===== src/rtl/core/fssr_pkg.sv =====
// shared types, constants and tables for the four-channel servo slew ramp
`timescale 1ns / 1ps

package fssr_pkg;

   localparam int CHANNELS   = 4;
   localparam int FRAC_BITS  = 4;
   localparam int ANGLE_W    = 13;
   localparam int GAP_W      = ANGLE_W + 1;
   localparam int DELAY_W    = 16;
   localparam int ELAPSED_W  = 16;
   localparam int TICK_W     = 8;
   localparam int GAIN_W     = 12;
   localparam int OFFSET_W   = 10;
   localparam int COMPARE_W  = 10;
   localparam int SHIFT      = 8 + FRAC_BITS;
   localparam int PROD_W     = GAIN_W + 1 + ANGLE_W;
   localparam int SUM_W      = PROD_W + 1;
   localparam int CSR_IDX_W  = 3;
   localparam int CSR_DATA_W = 12;

   localparam logic [GAIN_W-1:0]   GAIN_RESET = 12'd589;
   localparam logic [TICK_W-1:0]   TICK_RESET = 8'd20;

   typedef enum logic [CSR_IDX_W-1:0] {
      CSR_GAIN          = 3'd0,
      CSR_OFFSET_FIRST  = 3'd1,
      CSR_OFFSET_SECOND = 3'd2,
      CSR_OFFSET_THIRD  = 3'd3,
      CSR_OFFSET_FOURTH = 3'd4,
      CSR_TICK_PERIOD   = 3'd5
   } csr_index_type;

   typedef struct packed {
      logic                 load;
      logic                 tick;
      logic [ELAPSED_W-1:0] elapsed_ms;
   } ctrl_type;

   // step size in q4 units: channel three moves three degrees at a time
   function automatic logic signed [GAP_W-1:0] unit_q(input int ch);
      logic signed [GAP_W-1:0] u;
      u = (ch == 2) ? GAP_W'(3 << FRAC_BITS) : GAP_W'(1 << FRAC_BITS);
      return u;
   endfunction

   // home position in q4 units
   function automatic logic signed [ANGLE_W-1:0] home_q(input int ch);
      logic signed [ANGLE_W-1:0] h;
      case (ch)
         0:       h = 13'sd512;
         1:       h = -13'sd1792;
         2:       h = -13'sd160;
         default: h = 13'sd0;
      endcase
      return h;
   endfunction

   function automatic logic [OFFSET_W-1:0] offset_reset(input int ch);
      logic [OFFSET_W-1:0] o;
      o = (ch == 1) ? 10'd524 : 10'd315;
      return o;
   endfunction

endpackage


===== src/rtl/core/fssr_channel.sv =====
// one servo channel: target, start delay and position registers with slew step
`timescale 1ns / 1ps

module fssr_channel #(
   parameter int CH = 0
) (
   input  logic                                  clock,
   input  logic                                  reset,
   input  fssr_pkg::ctrl_type                    ctrl,
   input  logic signed [fssr_pkg::ANGLE_W-1:0]   req_target,
   input  logic [fssr_pkg::DELAY_W-1:0]          req_delay,
   output logic signed [fssr_pkg::ANGLE_W-1:0]   position,
   output logic                                  in_tol
);

   localparam logic signed [fssr_pkg::GAP_W-1:0] UNIT = fssr_pkg::unit_q(CH);
   localparam logic signed [fssr_pkg::ANGLE_W-1:0] HOME = fssr_pkg::home_q(CH);

   logic signed [fssr_pkg::ANGLE_W-1:0] position_ff, position_in;
   logic signed [fssr_pkg::ANGLE_W-1:0] target_ff, target_in;
   logic [fssr_pkg::DELAY_W-1:0]        delay_ff, delay_in;
   logic signed [fssr_pkg::GAP_W-1:0]   gap;
   logic                                moving;

   assign gap    = $signed({target_ff[fssr_pkg::ANGLE_W-1], target_ff})
                 - $signed({position_ff[fssr_pkg::ANGLE_W-1], position_ff});
   assign moving = ctrl.tick && (ctrl.elapsed_ms >= delay_ff);

   always_comb begin
      position_in = position_ff;
      target_in   = target_ff;
      delay_in    = delay_ff;
      if (ctrl.load) begin
         target_in = req_target;
         delay_in  = req_delay;
      end else if (moving) begin
         if (gap >= UNIT) begin
            position_in = position_ff + UNIT[fssr_pkg::ANGLE_W-1:0];
         end else if (gap <= -UNIT) begin
            position_in = position_ff - UNIT[fssr_pkg::ANGLE_W-1:0];
         end
      end
   end

   always_ff @(posedge clock) begin
      if (reset) begin
         position_ff <= HOME;
         target_ff   <= HOME;
         delay_ff    <= '0;
      end else begin
         position_ff <= position_in;
         target_ff   <= target_in;
         delay_ff    <= delay_in;
      end
   end

   assign position = position_ff;
   assign in_tol   = (gap < UNIT) && (gap > -UNIT);

endmodule


===== src/rtl/core/fssr_compare.sv =====
// pwm compare value: offset plus gain times angle, truncated and saturated
`timescale 1ns / 1ps

module fssr_compare (
   input  logic [fssr_pkg::GAIN_W-1:0]          gain,
   input  logic [fssr_pkg::OFFSET_W-1:0]        offset,
   input  logic signed [fssr_pkg::ANGLE_W-1:0]  position,
   output logic [fssr_pkg::COMPARE_W-1:0]       compare
);

   localparam int HI_W = fssr_pkg::SUM_W - 1 - fssr_pkg::SHIFT - fssr_pkg::COMPARE_W;

   logic signed [fssr_pkg::PROD_W-1:0] prod;
   logic signed [fssr_pkg::SUM_W-1:0]  base;
   logic signed [fssr_pkg::SUM_W-1:0]  sum;

   assign prod = $signed({1'b0, gain}) * position;
   assign base = $signed({{(fssr_pkg::SUM_W - fssr_pkg::OFFSET_W - fssr_pkg::SHIFT){1'b0}},
                          offset, {fssr_pkg::SHIFT{1'b0}}});
   assign sum  = base + $signed({prod[fssr_pkg::PROD_W-1], prod});

   always_comb begin
      if (sum[fssr_pkg::SUM_W-1]) begin
         compare = '0;
      end else if (sum[fssr_pkg::SUM_W-2 -: HI_W] != '0) begin
         compare = '1;
      end else begin
         compare = sum[fssr_pkg::SHIFT +: fssr_pkg::COMPARE_W];
      end
   end

endmodule


===== src/rtl/core/four_servo_slew_ramp.sv =====
// top level: request handling, elapsed counter, config registers, result register
// request path: accept updates the channel state registers, then the compare result is registered with rsp_valid
// throughput: one request per cycle while req_ready is high; compare path is one 13x13 multiply per channel
// req_ready drops only while a finished result waits and rsp_ready is low
// reset (synchronous, active high) returns positions and targets to home,
// clears delays and elapsed time, and loads the default gain, offsets and tick
`timescale 1ns / 1ps

module four_servo_slew_ramp (
   input  logic                                     clock,
   input  logic                                     reset,
   input  logic                                     req_valid,
   output logic                                     req_ready,
   input  logic                                     req_action,
   input  logic signed [fssr_pkg::ANGLE_W-1:0]      req_target_first,
   input  logic signed [fssr_pkg::ANGLE_W-1:0]      req_target_second,
   input  logic signed [fssr_pkg::ANGLE_W-1:0]      req_target_third,
   input  logic signed [fssr_pkg::ANGLE_W-1:0]      req_target_fourth,
   input  logic [fssr_pkg::DELAY_W-1:0]             req_delay_first,
   input  logic [fssr_pkg::DELAY_W-1:0]             req_delay_second,
   input  logic [fssr_pkg::DELAY_W-1:0]             req_delay_third,
   input  logic [fssr_pkg::DELAY_W-1:0]             req_delay_fourth,
   output logic                                     rsp_valid,
   input  logic                                     rsp_ready,
   output logic [fssr_pkg::COMPARE_W-1:0]           rsp_compare_first,
   output logic [fssr_pkg::COMPARE_W-1:0]           rsp_compare_second,
   output logic [fssr_pkg::COMPARE_W-1:0]           rsp_compare_third,
   output logic [fssr_pkg::COMPARE_W-1:0]           rsp_compare_fourth,
   output logic                                     rsp_settled,
   input  logic                                     csr_we,
   input  logic [fssr_pkg::CSR_IDX_W-1:0]           csr_index,
   input  logic [fssr_pkg::CSR_DATA_W-1:0]          csr_wdata
);

   localparam int N = fssr_pkg::CHANNELS;

   logic [fssr_pkg::GAIN_W-1:0]    gain_ff;
   logic [fssr_pkg::OFFSET_W-1:0]  offset_ff [N];
   logic [fssr_pkg::TICK_W-1:0]    tick_ff;

   logic [fssr_pkg::ELAPSED_W-1:0] elapsed_ff, elapsed_in;
   logic [fssr_pkg::ELAPSED_W:0]   elapsed_sum;
   logic                           stage_valid_ff, stage_valid_in;
   logic                           rsp_valid_ff, rsp_valid_in;
   logic [fssr_pkg::COMPARE_W-1:0] compare_ff [N];
   logic                           settled_ff;

   logic                           accept;
   logic                           advance;
   fssr_pkg::ctrl_type             ctrl;

   logic signed [fssr_pkg::ANGLE_W-1:0] tgt [N];
   logic [fssr_pkg::DELAY_W-1:0]        dly [N];
   logic signed [fssr_pkg::ANGLE_W-1:0] pos [N];
   logic [N-1:0]                        tol;
   logic [fssr_pkg::COMPARE_W-1:0]      cmp [N];

   assign tgt[0] = req_target_first;
   assign tgt[1] = req_target_second;
   assign tgt[2] = req_target_third;
   assign tgt[3] = req_target_fourth;
   assign dly[0] = req_delay_first;
   assign dly[1] = req_delay_second;
   assign dly[2] = req_delay_third;
   assign dly[3] = req_delay_fourth;

   // handshake
   assign advance   = stage_valid_ff && (!rsp_valid_ff || rsp_ready);
   assign req_ready = !stage_valid_ff || advance;
   assign accept    = req_valid && req_ready;

   assign ctrl.load       = accept && req_action;
   assign ctrl.tick       = accept && !req_action;
   assign ctrl.elapsed_ms = elapsed_ff;

   // channels
   for (genvar c = 0; c < N; c++) begin : g_chan
      fssr_channel #(.CH(c)) u_channel (
         .clock      (clock),
         .reset      (reset),
         .ctrl       (ctrl),
         .req_target (tgt[c]),
         .req_delay  (dly[c]),
         .position   (pos[c]),
         .in_tol     (tol[c])
      );

      fssr_compare u_compare (
         .gain     (gain_ff),
         .offset   (offset_ff[c]),
         .position (pos[c]),
         .compare  (cmp[c])
      );
   end

   // elapsed time, saturating
   assign elapsed_sum = {1'b0, elapsed_ff}
                      + {{(fssr_pkg::ELAPSED_W + 1 - fssr_pkg::TICK_W){1'b0}}, tick_ff};

   always_comb begin
      elapsed_in = elapsed_ff;
      if (ctrl.load) begin
         elapsed_in = '0;
      end else if (ctrl.tick) begin
         elapsed_in = elapsed_sum[fssr_pkg::ELAPSED_W] ? '1
                    : elapsed_sum[fssr_pkg::ELAPSED_W-1:0];
      end
   end

   always_comb begin
      stage_valid_in = accept || (stage_valid_ff && !advance);
      rsp_valid_in   = advance || (rsp_valid_ff && !rsp_ready);
   end

   always_ff @(posedge clock) begin
      if (reset) begin
         elapsed_ff     <= '0;
         stage_valid_ff <= 1'b0;
         rsp_valid_ff   <= 1'b0;
      end else begin
         elapsed_ff     <= elapsed_in;
         stage_valid_ff <= stage_valid_in;
         rsp_valid_ff   <= rsp_valid_in;
      end
   end

   // result register
   always_ff @(posedge clock) begin
      if (advance) begin
         for (int c = 0; c < N; c++) begin
            compare_ff[c] <= cmp[c];
         end
         settled_ff <= &tol;
      end
   end

   // config registers
   always_ff @(posedge clock) begin
      if (reset) begin
         gain_ff <= fssr_pkg::GAIN_RESET;
         tick_ff <= fssr_pkg::TICK_RESET;
         for (int c = 0; c < N; c++) begin
            offset_ff[c] <= fssr_pkg::offset_reset(c);
         end
      end else if (csr_we) begin
         case (csr_index)
            fssr_pkg::CSR_GAIN:          gain_ff      <= csr_wdata[fssr_pkg::GAIN_W-1:0];
            fssr_pkg::CSR_OFFSET_FIRST:  offset_ff[0] <= csr_wdata[fssr_pkg::OFFSET_W-1:0];
            fssr_pkg::CSR_OFFSET_SECOND: offset_ff[1] <= csr_wdata[fssr_pkg::OFFSET_W-1:0];
            fssr_pkg::CSR_OFFSET_THIRD:  offset_ff[2] <= csr_wdata[fssr_pkg::OFFSET_W-1:0];
            fssr_pkg::CSR_OFFSET_FOURTH: offset_ff[3] <= csr_wdata[fssr_pkg::OFFSET_W-1:0];
            fssr_pkg::CSR_TICK_PERIOD:   tick_ff      <= csr_wdata[fssr_pkg::TICK_W-1:0];
            default: ;
         endcase
      end
   end

   assign rsp_valid          = rsp_valid_ff;
   assign rsp_compare_first  = compare_ff[0];
   assign rsp_compare_second = compare_ff[1];
   assign rsp_compare_third  = compare_ff[2];
   assign rsp_compare_fourth = compare_ff[3];
   assign rsp_settled        = settled_ff;

   // checks
   a_ready_when_empty: assert property (@(posedge clock) disable iff (reset)
      !stage_valid_ff |-> req_ready)
      else $error("request refused with empty pipeline");

   a_advance_gives_rsp: assert property (@(posedge clock) disable iff (reset)
      advance |=> rsp_valid)
      else $error("advanced request produced no response");

   a_move_clears_time: assert property (@(posedge clock) disable iff (reset)
      (accept && req_action) |=> (elapsed_ff == '0))
      else $error("move did not clear elapsed time");

   a_tick_no_decrease: assert property (@(posedge clock) disable iff (reset)
      (accept && !req_action) |=> (elapsed_ff >= $past(elapsed_ff)))
      else $error("elapsed time went backward on a tick");

endmodule

===== config.mk =====
export PLATFORM = sky130hd
export DESIGN_NAME = four_servo_slew_ramp
export DESIGN_NICKNAME = d
export VERILOG_FILES = /design/src/rtl/core/fssr_pkg.sv /design/src/rtl/core/fssr_channel.sv /design/src/rtl/core/fssr_compare.sv /design/src/rtl/core/four_servo_slew_ramp.sv
export SDC_FILE = /design/constraint.sdc
export NUM_CORES = 2
export LEC_CHECK = 0
export BUFFER_PORTS_ARGS = -buffer_cell sky130_fd_sc_hd__buf_2
export CORE_UTILIZATION = 60
export CTS_CLUSTER_SIZE = 24
export DETAILED_ROUTE_END_ITERATION = 8
export GPL_TIMING_DRIVEN = 0
export HOLD_SLACK_MARGIN = 0.03
export PLACE_DENSITY_LB_ADDON = 0.25
export SYNTH_ARGS = -nofsm -noshare
export SYNTH_HDL_FRONTEND = slang
export SYNTH_SLANG_ARGS = --single-unit

===== constraint.sdc =====
create_clock -name clock -period 20.4 [get_ports clock]
set_input_delay 1.02 -clock clock [delete_from_list [all_inputs] [get_ports clock]]
set_output_delay 1.02 -clock clock [all_outputs]
set_load 0.05 [all_outputs]

# Word-level counts from Yosys, hierarchy flattened
# Memory sizes are Yosys's and may differ from the RTL's.
# Index checks and enable logic that the tools add are counted.
[word_totals]
register_bits = 207
mem_bits_ro = 0
ramBits = 80
latchBits = 0
n_memories = 2
[classes]
bitwise = 5
div = 0
magnitude_cmp = 20
n_reduce_logical = 40
shift = 0
n_mux = 41
add_sub_neg = 17
eq_ne = 5
mul = 4
[memory_table]
columns = ["name", "words", "width", "read_ports", "rd_clocked_by_memory_dff", "write_ports", "line", "text"]
rows = [
  ["compare_ff", 4, 10, 4, 0, 4, "four_servo_slew_ramp.sv:45", "logic [fssr_pkg::COMPARE_W-1:0] compare_ff [N];"],
  ["offset_ff", 4, 10, 4, 0, 4, "four_servo_slew_ramp.sv:38", "logic [fssr_pkg::OFFSET_W-1:0] offset_ff [N];"],
]
[ops]
columns = ["cell", "n"]
rows = [
  ["$mux 10", 12],
  ["$add 23x26->27", 4],
  ["$mul 13x13->26", 4],
  ["$mux 13", 8],
  ["$ge 16x16->1", 4],
  ["$sub 13x13->14", 4],
  ["$ge 14x6->1 const B", 3],
  ["$gt 14x5->1 const B", 3],
  ["$le 14x5->1 const B", 3],
  ["$lt 14x6->1 const B", 3],
  ["$add 13x5->13 const B", 3],
  ["$sub 13x5->13 const B", 3],
  ["$mux 1", 20],
  ["$add 16x8->17", 1],
  ["$mux 16", 1],
  ["$reduce_bool 4->1", 4],
  ["$ge 14x7->1 const B", 1],
  ["$gt 14x7->1 const B", 1],
  ["$le 14x7->1 const B", 1],
  ["$logic_and 1x1->1", 14],
  ["$lt 14x7->1 const B", 1],
  ["$add 13x6->13 const B", 1],
  ["$sub 13x6->13 const B", 1],
  ["$reduce_and 3->1", 4],
  ["other kinds (12)", 28],
]

# Logic depth before layout (Yosys ltp)
[depth]
word_depth = 8
mapped_depth = 25
depth_no_buf = 22

# By module
# A second synthesis with hierarchy kept.
[hier_totals]
cells_unflattened = 4132
hier_area_um2 = 37887.6
[modules_own_cells]
columns = ["module", "area_each_um2", "seq_area_each_um2", "n_inst", "cells_each"]
rows = [
  ["fssr_compare at g_chan[1].u_compare", 5660.4, 0.0, 1, 630],
  ["fssr_compare at g_chan[0].u_compare", 5634.2, 0.0, 1, 625],
  ["fssr_compare at g_chan[3].u_compare", 5536.6, 0.0, 1, 611],
  ["fssr_compare at g_chan[2].u_compare", 5460.2, 0.0, 1, 592],
  ["four_servo_slew_ramp", 4614.4, 3193.1, 1, 350],
  ["fssr_channel at g_chan[3].u_channel", 2822.7, 760.7, 1, 337],
  ["fssr_channel at g_chan[0].u_channel", 2812.7, 760.7, 1, 342],
  ["fssr_channel at g_chan[1].u_channel", 2720.1, 760.7, 1, 333],
  ["fssr_channel at g_chan[2].u_channel", 2626.3, 760.7, 1, 312],
]

# Worst setup path after synthesis
# OpenSTA, ideal clock, no wires.
[synth_path]
kind = "reg2reg"
startpoint = "register gain_ff[4] (netlist name)"
endpoint = "memory compare_ff[1][0] (netlist name), data pin"
setup_time_ps = 255
period_less_slack_ps = 6450
arrival_time_ps = 6195
path_buffers = 2
stages_incl_launch_ff = 22
setup_slack_ps = 13950
path_cell_list = "dfxtp_1 > clkbuf_1 > clkbuf_1 > nand2_1 > fa_1 > inv_1 > fa_1 > fa_1 > fa_1 > inv_1 > fa_1 > inv_1 > fa_1 > ha_1 > a21o_1 > a21o_1 > a211oi_1 > a221oi_1 > or4_1 > a2111oi_0 > a31oi_1 > o21a_1"
[synth_rtl]
columns = ["element", "line", "text"]
rows = [
  ["from (decl)", "four_servo_slew_ramp.sv:37", "logic [fssr_pkg::GAIN_W-1:0] gain_ff;"],
  ["from (signal assigned)", "four_servo_slew_ramp.sv:140", "gain_ff <= fssr_pkg::GAIN_RESET;"],
  ["from (signal assigned)", "four_servo_slew_ramp.sv:147", "fssr_pkg::CSR_GAIN: gain_ff <= csr_wdata[fssr_pkg::GAIN_W-1:0];"],
  ["to (decl)", "four_servo_slew_ramp.sv:45", ""],
]

==> impl_metrics.csv <==
group,metric,value,unit
outcome,status,"finished, final reports clean",
clock_tree,post_cts_buffers,0,
cells_and_area,design_area,0.0328,mm2
critical_path,critPathKind,"flip-flop to flip-flop",
die,fp.dieW,225,um
clock_tree,cts_resized,0,
timing,finalSetupTns,0,ps
clock_tree,clock_sinks,271,
cells_and_area,drive_gt1_frac,0.0782,
yosys,seq_area_frac_synth,0.209,
die,coreArea,0.0491,mm2
cells_and_area,area_growth,9.79,%
global_route,global_route.overflow_total,0,
cells_and_area,fin_nets,4457,
global_route,first_global_vias,24200,
yosys,avgSynthCellArea,8.90,um2
yosys,synth_seq_cells,271,
timing,fmax,0.122,GHz
yosys,synth_nets,4242,
clock_tree,cts_hold_buf,0,
placed_design,port_buffers,177,
timing,finClkSkew,17.3,ps
global_route,grt_first_pass_wirelength,127000,um
global_route,top_usage_layer,"met2",
die,ios,180,
routing,dr.pass1.iters,6,
routing,dr_total_vias,24100,
yosys,yosysWarnings,0,
yosys,synthCells,3356,
routing,ant_nets,0,
die,rows,81,
critical_path,cp_slowest_cell,"clkbuf_1",
yosys,ys_async_sr_fraction,0,
pwr,clkPwrFrac,0.218,
routing,drcViolationCount,0,
timing,period_share,0.401,
clock_tree,cts_made_buffers,34,
timing,slew_violations,0,
global_route,grt_start_max_net_pins,32,
critical_path,critPathMaxStageDelay,770,ps
hold_path,min_path_type,"flip-flop to flip-flop",
routing,drtIter0Drc,1573,
critical_path,setup.worst_path.end_class,"flip-flop",
clock_tree,clk_latency,570,ps
critical_path,cp_common_cell,"fa_1",
pwr,p_int,0.00168,W
timing,report.final.setup_viol,0,
die,die_h,225,um
placed_design,hpwl,62200,um
timing,fin_crit,8170,ps
pwr,seq_power_share,0.229,
yosys,ys_types,77,
yosys,synth_ff_type,"dfxtp_1",
global_route,grtUsageMet2,0.537,
routing,wl_per_cell,18.7,um
pwr,ir_drop,0.0777,mV
critical_path,arrival,8600,ps
placed_design,finalWeightedCongestion,0.970,
timing,rsz0062_at_grt,"false",
yosys,synth_area,0.0299,mm2
cells_and_area,fill_cells,4111,
placed_design,dpl_cell_area,0.0316,mm2
critical_path,path_cells,"clkbuf_1 > clkbuf_1 > nand2_1 > fa_1 > inv_1 > fa_1 > fa_1 > fa_1 > inv_1 > fa_1 > inv_1 > fa_1 > ha_1 > nand2_1 > nor4_1 > o2111ai_1 > a221oi_1 > o211ai_1 > a31oi_1 > nor2_1 > xnor2_1 > o21a_1",
routing,routed_via_density,5.65,
global_route,met1_usage,0.414,
pwr,comb_power_share,0.554,
pwr,p_sw,0.00120,W
timing,tightestPinTransition,1210,ps
timing,maxSlewHeadroom,0.190,
die,start_util,0.609,
routing,wirelength,79900,um
flow_run,cap_viol_max_count,0,
global_route,use_met3,0.0563,
pwr,power_density,87.8,mW/mm2
clock_tree,cts_tree,"built",
critical_path,crit_path_start_kind,"flip-flop",
timing,hold_violations,0,
pwr,p_leak,15.9,nW
die,die_area,0.0507,mm2
yosys,synth-edff-count,81,
critical_path,worstSetupStartpoint,"gain_ff[9]",
clock_tree,path_clk_slew,60,ps
pwr,netSwitchingFraction,0.417,
critical_path,crit_fanout,10,
global_route,grt_usage,0.327,
clock_tree,htreeDepth,2,
hold_path,hold_start,"g_chan[3].u_channel.target_ff[2]",
clock_tree,root_buffer,"clkbuf_16",
clock_tree,clockBufferDepth,3,
critical_path,worst-endpoint-required,20830,ps
global_route,antenna_found_initial,5,
critical_path,rr_startpoint,"gain_ff[9]",
cell usage after synthesis (5+ instances only):
master     instances  area share
a21boi_0           8      0.0020
o21bai_1           7      0.0018
a31o_2             6      0.0018
edfxtp_1          81       0.081
o21a_1            36      0.0090
fa_1             329        0.22
nand3_1           15      0.0025
inv_1            469       0.059
nand4_1           18      0.0038
a221oi_1           5      0.0015
buf_1              7     0.00088
nor3b_1            5      0.0013
ha_1             420        0.18
and3_1            11      0.0023
xor2_1            50       0.015
a211o_1           11      0.0032
clkbuf_1         130       0.016
a21oi_1          234       0.039
a31oi_1            9      0.0019
mux2i_1           11      0.0037
nand2b_1          50       0.010
a2111oi_0          5      0.0015
and2_1           179       0.037
o31ai_1            5      0.0013
nor2_1           144       0.018
and4_1             5      0.0015
dfxtp_1          190        0.13
mux2_4             5      0.0025
nor3_1            27      0.0045
or2_2              7      0.0015
nor4_1            13      0.0027
a21o_1            59       0.015
o211ai_1          10      0.0025
or3_1              6      0.0013
a211oi_1           8      0.0020
nand2_1          534       0.067
nor2b_1           29      0.0061
xnor2_1           48       0.014
or4_1              9      0.0023
nand3b_1          21      0.0053
o21ai_0           70       0.012
mux2_2             9      0.0034
per-stage QoR:
step | util | hold slack [ps] | total power (W) | worst slack [ps] | std cells
floorplan | - | 431 | 0.00191 | 13950 | 3356
finish | 0.669 | 450 | 0.00288 | 12230 | 4265
detailed placement | 0.645 | 446 | 0.00225 | 12430 | 4199
CTS | 0.669 | 454 | 0.00290 | 12380 | 4259
global placement | 0.644 | 441 | 0.00222 | 12510 | 4197
global route | 0.669 | 467 | 0.00313 | 11920 | 4262
flip-flops by register name, summed over array words and instances (netlist names):
name / cells
g_chan.u_channel.delay_ff: 64
g_chan.u_channel.target_ff: 52
compare_ff: 40
offset_ff: 40
g_chan.u_channel.position: 36
elapsed_ff: 16
gain_ff: 12
tick_ff: 8
rsp_settled: 1
rsp_valid: 1
stage_valid_ff: 1
final timing paths:
check	endpoint	slack (ps)	cells after the start
max	compare_ff[1][1]	12230	22
min	g_chan[3].u_channel.target_ff[2]	450	2
max reg2reg	compare_ff[1][1]	12230	22
min reg2reg	g_chan[3].u_channel.target_ff[2]	450	2
area by class of cell:
class                   count  area [um2]  share of cell area
clock buffers              45         970              0.0296
clock inverters            15         178             0.00542
flip-flops and latches    271        6240               0.190
plain buffers             141         537              0.0164
inverters                 470        1760              0.0538
multi-input cells        2474       21400               0.651
repair buffers            179         913              0.0278
diodes                      6        15.0            0.000458
well taps                 664         831              0.0253
power groups by stage:
stage / Combinational [W] / Clock (W) / Sequential [W]
finish: 0.00159 / 0.000627 / 0.000659
global route: 0.00182 / 0.000653 / 0.000662
CTS: 0.00160 / 0.000634 / 0.000658
detailed placement: 0.00159 / 0 / 0.000669
global placement: 0.00155 / 0 / 0.000668
floorplan: 0.00118 / 0 / 0.000735
layer usage:
metal	up-vias	wire, um
li1	11400	-
met1	11500	31900
met2	951	36400
met3	231	7050
met4	0	4560
met5	-	0
cell usage in the layout (no fill, tap or decap), types with 70 or more instances in the layout:
master	instances
ha_1	420
nand2_1	534
inv_1	469
buf_2	180
nor2_1	144
edfxtp_1	81
o21ai_0	70
fa_1	329
clkbuf_1	136
and2_1	179
a21oi_1	234
dfxtp_1	190
critical path, delay by kind of cell, from the launching register on:
kind            cells  cell delay [ps]
xor+xnor            1              620
simple gates        4              790
fa+ha+maj           7             3340
flops               1              300
buf+inv             5             1640
compound gates      5             1310
logic make-up (layout without fill, tap and decap cells):
logic type,after synthesis,in the layout,synth area share
compound gates,509,509,0.105
fa+ha+maj,749,749,0.396
mux,25,25,0.00959
other cells,0,6,0
flops,271,271,0.209
buf+inv,611,850,0.0770
simple gates,1092,1092,0.174
xor+xnor,99,99,0.0293
(Power assumes the default switching activity.)
